$ cat src/design/asa_pkg.sv
// shared types and constants of the atlas shelf allocator
// no dependencies; used by atlas_shelf_allocator
`timescale 1ns / 1ps

package asa_pkg;

  localparam int PAGE_WIDTH  = 256;
  localparam int PAGE_HEIGHT = 256;
  localparam int ROUND_STEP  = 4;
  localparam int MAX_PAGES   = 16;

  localparam int NUM_CLASSES = PAGE_HEIGHT / ROUND_STEP + 1;
  localparam int CLS_W       = $clog2(NUM_CLASSES);
  localparam int PAGE_AW     = $clog2(MAX_PAGES);
  localparam int PCNT_W      = $clog2(MAX_PAGES + 1);

  // field widths fixed by the word format
  localparam int CMD_W  = 1;
  localparam int RECT_W = 16;
  localparam int PID_W  = 4;
  localparam int CRD_W  = 9;
  localparam int GEN_W  = 16;

  localparam logic CMD_ALLOC = 1'b0;
  localparam logic CMD_CLEAR = 1'b1;

  typedef struct packed {
    logic [CMD_W-1:0]  cmd;
    logic [RECT_W-1:0] rect_width;
    logic [RECT_W-1:0] rect_height;
  } in_word_t;

  typedef struct packed {
    logic [PID_W-1:0] page_id;
    logic [CRD_W-1:0] pos_x;
    logic [CRD_W-1:0] pos_y;
    logic             full_res;
    logic [GEN_W-1:0] generation;
  } out_word_t;

  typedef struct packed {
    logic [PID_W-1:0] page;
    logic [CRD_W-1:0] free_width;
    logic [CRD_W-1:0] y;
  } shelf_ent_t;

  localparam int SHELF_W = $bits(shelf_ent_t);

endpackage

$ cat src/design/asa_ram.sv
// generic simple dual-port ram, one write and one registered read port
// no dependencies
`timescale 1ns / 1ps

module asa_ram #(
  parameter int WIDTH = 8,
  parameter int DEPTH = 16
) (
  input  logic                                       clk,
  input  logic                                       we,
  input  logic [((DEPTH > 1) ? $clog2(DEPTH) : 1)-1:0] waddr,
  input  logic [WIDTH-1:0]                           wdata,
  input  logic [((DEPTH > 1) ? $clog2(DEPTH) : 1)-1:0] raddr,
  output logic [WIDTH-1:0]                           rdata
);

  logic [WIDTH-1:0] mem [DEPTH];

  always_ff @(posedge clk) begin
    if (we) begin
      mem[waddr] <= wdata;
    end
    rdata <= mem[raddr];
  end

endmodule

$ cat src/design/atlas_shelf_allocator.sv
// atlas shelf allocator top level: sequencer around shelf and page rams
// depends on asa_pkg and asa_ram
`timescale 1ns / 1ps
//
//  channel | dir | payload     | handshake
//  --------+-----+-------------+--------------------------
//  in      | in  | in_word_t   | in_valid / in_stall
//  out     | out | out_word_t  | out_valid / out_stall
//
//  a clear word goes through S_CLR, an allocate that fits its open shelf through S_SHELF;
//  one that opens a shelf goes on through S_SCAN (skipped while no page is open) and S_DECIDE: the page
//  table ram is scanned one page per cycle, newest page first, through its single read port
//  one word is in work at a time; in_stall is high from acceptance until the
//  result has been loaded into the output register
//  a held output register (out_stall) holds the sequencer in its last state
//  rst_n is synchronous; valid bits, page count and generation reset to zero,
//  ram contents need no clearing

module atlas_shelf_allocator (
  input  logic              clk,
  input  logic              rst_n,
  input  logic              in_valid,
  output logic              in_stall,
  input  asa_pkg::in_word_t in_word,
  output logic              out_valid,
  input  logic              out_stall,
  output asa_pkg::out_word_t out_word
);

  import asa_pkg::*;

  // sequencer states
  localparam logic [2:0] S_IDLE   = 3'd0;
  localparam logic [2:0] S_SHELF  = 3'd1;
  localparam logic [2:0] S_SCAN   = 3'd2;
  localparam logic [2:0] S_DECIDE = 3'd3;
  localparam logic [2:0] S_CLR    = 3'd4;

  logic [2:0]             state_r, state_nxt;
  logic [CLS_W-1:0]       cls_r, cls_nxt;
  logic [CRD_W-1:0]       sh_r, sh_nxt;
  logic [CRD_W-1:0]       w_r, w_nxt;
  logic [NUM_CLASSES-1:0] valid_r, valid_nxt;
  logic [PCNT_W-1:0]      page_count_r, page_count_nxt;
  logic [GEN_W-1:0]       gen_r, gen_nxt;
  logic [PAGE_AW-1:0]     scan_idx_r, scan_idx_nxt;
  logic                   found_r, found_nxt;
  logic [PAGE_AW-1:0]     best_r, best_nxt;
  logic [CRD_W-1:0]       best_h_r, best_h_nxt;
  logic                   out_valid_r, out_valid_nxt;
  out_word_t              out_word_r, out_word_nxt;

  // ram ports
  logic                   shelf_we;
  logic [CLS_W-1:0]       shelf_raddr;
  shelf_ent_t             shelf_wdata;
  logic [SHELF_W-1:0]     shelf_rbits;
  shelf_ent_t             shelf_rd;
  logic                   page_we;
  logic [PAGE_AW-1:0]     page_waddr;
  logic [PAGE_AW-1:0]     page_raddr;
  logic [CRD_W-1:0]       page_wdata;
  logic [CRD_W-1:0]       page_rd;

  // input decode: round height up, clamp height and width to page, pick the class
  logic [RECT_W:0]        h_up;
  logic [CRD_W-1:0]       sh_clamp;
  logic [CLS_W-1:0]       cls_in;
  logic [CRD_W-1:0]       sh_in;
  logic [CRD_W-1:0]       w_in;

  logic                   in_acc;
  logic                   out_free;
  logic                   need_shelf;
  logic [PAGE_AW-1:0]     new_pg;
  logic [CRD_W-1:0]       new_h;
  logic [CRD_W-1:0]       hit_free;

  assign h_up     = {1'b0, in_word.rect_height} + (RECT_W + 1)'(ROUND_STEP - 1);
  assign sh_clamp = (h_up > (RECT_W + 1)'(PAGE_HEIGHT)) ? CRD_W'(PAGE_HEIGHT)
                                                        : CRD_W'(h_up);
  assign cls_in   = CLS_W'(sh_clamp / ROUND_STEP);
  assign sh_in    = CRD_W'((sh_clamp / ROUND_STEP) * ROUND_STEP);
  assign w_in     = (in_word.rect_width > RECT_W'(PAGE_WIDTH)) ? CRD_W'(PAGE_WIDTH)
                                                               : CRD_W'(in_word.rect_width);

  assign in_stall  = (state_r != S_IDLE);
  assign in_acc    = in_valid && !in_stall;
  assign out_free  = !out_valid_r || !out_stall;
  assign out_valid = out_valid_r;
  assign out_word  = out_word_r;

  // shelf table: class -> page, free width, y
  assign shelf_raddr = (state_r == S_IDLE) ? cls_in : cls_r;
  assign shelf_rd    = shelf_ent_t'(shelf_rbits);

  asa_ram #(
    .WIDTH (SHELF_W),
    .DEPTH (NUM_CLASSES)
  ) u_shelf_ram (
    .clk   (clk),
    .we    (shelf_we),
    .waddr (cls_r),
    .wdata (shelf_wdata),
    .raddr (shelf_raddr),
    .rdata (shelf_rbits)
  );

  // page table: free height per open page
  always_comb begin
    case (state_r)
      S_SHELF: page_raddr = PAGE_AW'(page_count_r - PCNT_W'(1));
      S_SCAN:  page_raddr = scan_idx_r - PAGE_AW'(1);
      default: page_raddr = '0;
    endcase
  end

  asa_ram #(
    .WIDTH (CRD_W),
    .DEPTH (MAX_PAGES)
  ) u_page_ram (
    .clk   (clk),
    .we    (page_we),
    .waddr (page_waddr),
    .wdata (page_wdata),
    .raddr (page_raddr),
    .rdata (page_rd)
  );

  // open shelf still fits, or a new one must be cut
  assign need_shelf = !valid_r[cls_r] || (shelf_rd.free_width < w_r);
  assign hit_free   = shelf_rd.free_width - w_r;
  // new shelf goes to the best page, or to a freshly opened page
  assign new_pg     = found_r ? best_r : PAGE_AW'(page_count_r);
  assign new_h      = (found_r ? best_h_r : CRD_W'(PAGE_HEIGHT)) - sh_r;

  always_comb begin
    state_nxt      = state_r;
    cls_nxt        = cls_r;
    sh_nxt         = sh_r;
    w_nxt          = w_r;
    valid_nxt      = valid_r;
    page_count_nxt = page_count_r;
    gen_nxt        = gen_r;
    scan_idx_nxt   = scan_idx_r;
    found_nxt      = found_r;
    best_nxt       = best_r;
    best_h_nxt     = best_h_r;
    out_valid_nxt  = out_valid_r && out_stall;
    out_word_nxt   = out_word_r;
    shelf_we       = 1'b0;
    shelf_wdata    = shelf_rd;
    page_we        = 1'b0;
    page_waddr     = new_pg;
    page_wdata     = new_h;

    case (state_r)
      S_IDLE: begin
        if (in_acc) begin
          cls_nxt = cls_in;
          sh_nxt  = sh_in;
          w_nxt   = w_in;
          state_nxt = (in_word.cmd == CMD_CLEAR) ? S_CLR : S_SHELF;
        end
      end

      S_SHELF: begin
        if (need_shelf) begin
          found_nxt = 1'b0;
          if (page_count_r == '0) begin
            state_nxt = S_DECIDE;
          end else begin
            // newest page first
            scan_idx_nxt = PAGE_AW'(page_count_r - PCNT_W'(1));
            state_nxt    = S_SCAN;
          end
        end else if (out_free) begin
          shelf_we               = 1'b1;
          shelf_wdata.free_width = hit_free;
          out_valid_nxt          = 1'b1;
          out_word_nxt.page_id    = shelf_rd.page;
          out_word_nxt.pos_x      = hit_free;
          out_word_nxt.pos_y      = shelf_rd.y;
          out_word_nxt.full_res   = 1'b0;
          out_word_nxt.generation = gen_r;
          state_nxt = S_IDLE;
        end
      end

      S_SCAN: begin
        // strictly smaller free height wins, so ties stay with the newer page
        if ((page_rd >= sh_r) && (!found_r || (best_h_r > page_rd))) begin
          found_nxt  = 1'b1;
          best_nxt   = scan_idx_r;
          best_h_nxt = page_rd;
        end
        if (scan_idx_r == '0) begin
          state_nxt = S_DECIDE;
        end else begin
          scan_idx_nxt = scan_idx_r - PAGE_AW'(1);
        end
      end

      S_DECIDE: begin
        if (out_free) begin
          out_valid_nxt           = 1'b1;
          out_word_nxt.generation = gen_r;
          state_nxt               = S_IDLE;
          if (!found_r && (page_count_r >= PCNT_W'(MAX_PAGES))) begin
            // no page left: refuse, state untouched
            out_word_nxt.page_id  = '0;
            out_word_nxt.pos_x    = '0;
            out_word_nxt.pos_y    = '0;
            out_word_nxt.full_res = 1'b1;
          end else begin
            page_we = 1'b1;
            if (!found_r) begin
              page_count_nxt = page_count_r + PCNT_W'(1);
            end
            valid_nxt[cls_r]       = 1'b1;
            shelf_we               = 1'b1;
            shelf_wdata.page       = new_pg;
            shelf_wdata.free_width = CRD_W'(PAGE_WIDTH) - w_r;
            shelf_wdata.y          = new_h;
            out_word_nxt.page_id   = new_pg;
            out_word_nxt.pos_x     = CRD_W'(PAGE_WIDTH) - w_r;
            out_word_nxt.pos_y     = new_h;
            out_word_nxt.full_res  = 1'b0;
          end
        end
      end

      S_CLR: begin
        if (out_free) begin
          valid_nxt      = '0;
          page_count_nxt = '0;
          gen_nxt        = gen_r + GEN_W'(1);
          out_valid_nxt  = 1'b1;
          out_word_nxt.page_id    = '0;
          out_word_nxt.pos_x      = '0;
          out_word_nxt.pos_y      = '0;
          out_word_nxt.full_res   = 1'b0;
          out_word_nxt.generation = gen_r + GEN_W'(1);
          state_nxt = S_IDLE;
        end
      end

      default: begin
        state_nxt = S_IDLE;
      end
    endcase
  end

  always_ff @(posedge clk) begin
    if (!rst_n) begin
      state_r      <= S_IDLE;
      valid_r      <= '0;
      page_count_r <= '0;
      gen_r        <= '0;
      out_valid_r  <= 1'b0;
      found_r      <= 1'b0;
    end else begin
      state_r      <= state_nxt;
      valid_r      <= valid_nxt;
      page_count_r <= page_count_nxt;
      gen_r        <= gen_nxt;
      out_valid_r  <= out_valid_nxt;
      found_r      <= found_nxt;
    end
  end

  // payload and working registers
  always_ff @(posedge clk) begin
    cls_r      <= cls_nxt;
    sh_r       <= sh_nxt;
    w_r        <= w_nxt;
    scan_idx_r <= scan_idx_nxt;
    best_r     <= best_nxt;
    best_h_r   <= best_h_nxt;
    out_word_r <= out_word_nxt;
  end

endmodule
$ cat config.mk
export PLATFORM = sky130hd
export DESIGN_NAME = atlas_shelf_allocator
export DESIGN_NICKNAME = d
export VERILOG_FILES = /design/src/design/asa_pkg.sv /design/src/design/asa_ram.sv /design/src/design/atlas_shelf_allocator.sv
export SDC_FILE = /design/constraint.sdc
export NUM_CORES = 2
export LEC_CHECK = 0
export BUFFER_PORTS_ARGS = -buffer_cell sky130_fd_sc_hd__buf_2
export CORE_MARGIN = 8
export CORE_UTILIZATION = 35
export DETAILED_ROUTE_END_ITERATION = 6
export PLACE_DENSITY = 0.47
export REMOVE_ABC_BUFFERS = 1
export SLEW_MARGIN = 5
export SYNTH_ARGS = -nofsm -noshare
export SYNTH_HDL_FRONTEND = slang
export SYNTH_SLANG_ARGS = --single-unit
$ cat constraint.sdc
create_clock -name clk -period 10.45 [get_ports clk]
set_input_delay 1.045 -clock clk [delete_from_list [all_inputs] [get_ports clk]]
set_output_delay 1.045 -clock clk [all_outputs]
set_load 0.02 [all_outputs]
==> impl_metrics.py <==
metrics = {
    "placed_design": {
        "dp_hpwl_mm": 130,
        "place_congestion": 0.815,
        "port_buffers": 77,
    },
    "clock_network": {
        "cts_max_level": 4,
        "cts_made_buffers": 190,
        "clock_sinks": 1768,
        "post_cts_buffers": 0,
        "cts_resized": 0,
        "clockBufferDepth": 3,
        "holdBufCountCts": 0,
        "clk_pin_slew_ns": 0.06,
        "cts_tree": "done",
        "cts_root_buffer": "clkbuf_16",
        "clkLatencyLatePin_ns": 0.83,
    },
    "setup_path": {
        "worstPathRequired_ns": 11.19,
        "critPathKind": "primary input to register",
        "path_common_cell": "nor4_2",
        "cp_slowest_cell": "nor4_1",
        "path_delay_family": "simple AND/OR/NAND/NOR gates",
        "crit_fanout": 161,
        "reg2reg_depth": 15,
        "cp.depth": 14,
        "crit_buf_inv": 3,
        "crit_arrival_ns": 6.97,
        "crit_path_max_incr_delay_ns": 0.92,
        "path_cells": "buf_2, nand4_1, nor4_2, xor2_1, nor4_2, a31o_4, buf_4, buf_12, nand2_1, nand3_1, and3_1, nor3_1, nor4_1, a211o_1",
        "crit_path_end_kind": "register",
        "crit_path_start_kind": "primary input",
    },
    "synthesis": {
        "avgSynthCellArea_um2": 12.8,
        "synthCells": 5614,
        "yosysSeqAreaShare_pct": 72.4,
        "yosys.area.top_type_share_pct": 69.0,
        "synth-async-reset-ratio_pct": 0,
        "yosysTopAreaCell": "edfxtp_1",
        "netlist_area_um2": 71700,
        "synth_edf_count": 1646,
        "yosys-top-cells-area": "edfxtp_1 (69%), nand2_1 (7.0%), dfxtp_1 (3.4%)",
        "synth_cell_type_count": 67,
        "ys_warn_count": 0,
        "synth_most_common_cell": "edfxtp_1",
        "synth_seq_cells": 1768,
        "synthTopCellsByCount": "edfxtp_1 (1646), nand2_1 (1340), nand3_1 (421)",
        "synth_ff_type": "edfxtp_1",
    },
    "route": {
        "drt_iter0_markers": 4834,
        "viasPerCell": 5.46,
        "routedWlPerCell_um": 26.8,
        "vias": 46700,
        "antenna_left": 0,
        "finalWirelength_mm": 229,
        "drt_first_pass_iters": 6,
        "drc": 0,
    },
    "timing": {
        "rsz0062_at_grt": "no",
        "post-route-period-util_pct": 59.6,
        "slew_headroom_pct": 8.15,
        "finalCriticalPeriod_ns": 6.23,
        "skew_ns": 0.0346,
        "hold-worst-slack_ns": 0.463,
        "slew_violations": 0,
        "fmax_ghz": 0.160,
        "hold_viol_final": 0,
        "finalSetupTns_ns": 0,
        "max_slew.worst_pin.slew_ns": 1.36,
        "setup_viol": 0,
    },
    "global_route": {
        "overflow": 0,
        "grt_antenna_before_repair": 17,
        "grt_pass1_vias": 44500,
        "grtUsageTotal_pct": 20.3,
        "grt_max_degree": 162,
        "grt_pass1_wl_mm": 328,
    },
    "pwr": {
        "ir_drop_mv": 0.133,
        "power_density_nw_per_um2": 200,
        "leakage_uw": 0.0275,
    },
    "cells_and_area": {
        "drive_gt1_share_pct": 11.0,
        "synthToLayoutAreaGrowth_pct": 14.2,
        "final_nets": 5785,
    },
    "floorplanning": {
        "io_pins": 78,
        "start_util_pct": 35.1,
        "core_um2": 204000,
        "die_area_um2": 219000,
        "rows": 166,
        "die_y_um": 468,
        "die_w_um": 468,
    },
    "min_path": {
        "hold_depth": 2,
        "hold_path.class": "register to register",
    },
    "job": {
        "maxCapViolCount": 0,
    },
    "run_status": {
        "status": "finished, final reports clean",
    },
}
routing by layer:
layer / track usage (%) / wire length [um] / up-vias
met5: 0 / 0 / -
met4: 6.35 / 7190 / 0
met3: 2.86 / 13000 / 296
met2: 31.6 / 104000 / 1437
met1: 29.3 / 106000 / 24000
li1: - / - / 21000
metrics by stage:
step | util (%) | instances | worst slack [ns] | total power, uW | cell area, um2
after global placement | 37.2 | 8202 | 3.13 | 10100 | 76000
after CTS | 40.1 | 8557 | 4.15 | 16500 | 81900
after floorplan | - | 5259 | -13.79 | 9660 | 70100
after global routing | 40.1 | 8558 | 3.93 | 16900 | 81900
final | 40.1 | 8559 | 4.22 | 16400 | 81900
after detailed placement | 37.2 | 8205 | 3.41 | 10100 | 76000
path summary, 6_finish.rpt:
path,start,to,slack [ns]
worst min-delay path,valid_r[32]$_SDFFE_PN0P_,valid_r[32]$_SDFFE_PN0P_,0.46
worst max-delay path,in_word[4],u_shelf_ram.rdata[19]$_DFF_P_,4.22
worst max register to register,cls_r[1]$_DFFE_PP_,u_shelf_ram.mem[18][0]$_DFFE_PP_,4.26
worst min register to register,valid_r[32]$_SDFFE_PN0P_,valid_r[32]$_SDFFE_PN0P_,0.46
cell type report:
cell class / instances / area, um2
diodes: 2 / 5.00
clock buffers: 268 / 5170
clock inverters: 84 / 687
fillers: 19200 / 122000
inverters: 55 / 206
multi-input cells: 3436 / 18700
flip-flops and latches: 1768 / 51900
well taps: 2688 / 3360
repair buffers: 258 / 1840
cells by family (layout without fill, tap and decap cells):
group,after synthesis,after routing,share of synthesized area (%)
compound gates,963,963,8.62
xor+xnor,61,61,0.746
fa+ha+maj,39,39,0.702
buf+inv,410,665,2.50
flops,1768,1768,72.4
mux,70,70,1.07
other cells,0,2,0
simple gates,2303,2303,14.0
report_power, final:
group / internal (uW) / switching [uW] / total (uW)
logic: 554 / 1500 / 2050
clock network: 3650 / 2800 / 6440
registers: 7830 / 44.4 / 7880
total: 12000 / 4340 / 16400
state kept, by name, indices dropped and copies added (netlist names):
signal             flops
state_r                3
best_r                 4
out_valid              1
gen_r                 16
u_page_ram.rdata       9
best_h_r               9
u_page_ram.mem       144
u_shelf_ram.mem     1430
u_shelf_ram.rdata     22
w_r                    9
found_r                1
scan_idx_r             4
out_word              39
valid_r               65
page_count_r           5
cls_r                  7
worst min-delay path: cells and delay by family (launching register included):
| family | cells | cell delay (ns) |
|---|---|---|
| compound gates | 1 | 0.04 |
| simple gates | 1 | 0.07 |
| flops | 1 | 0.32 |
placed cells by master, fill, tap and decap left out, types with 49 or more instances in the layout:
master / count
and3_1: 70
nor3_1: 49
inv_1: 54
a21oi_1: 361
dfxtp_1: 122
nand3_1: 419
o21ai_0: 57
a32oi_1: 58
mux2i_1: 58
edfxtp_1: 1646
a31oi_1: 107
buf_4: 173
and2_1: 66
nor3_2: 69
a211oi_1: 125
buf_2: 77
nor2_1: 162
nand2_1: 1334
clkbuf_1: 68
clkbuf_16: 193
Power figures use the tool's default switching activity.
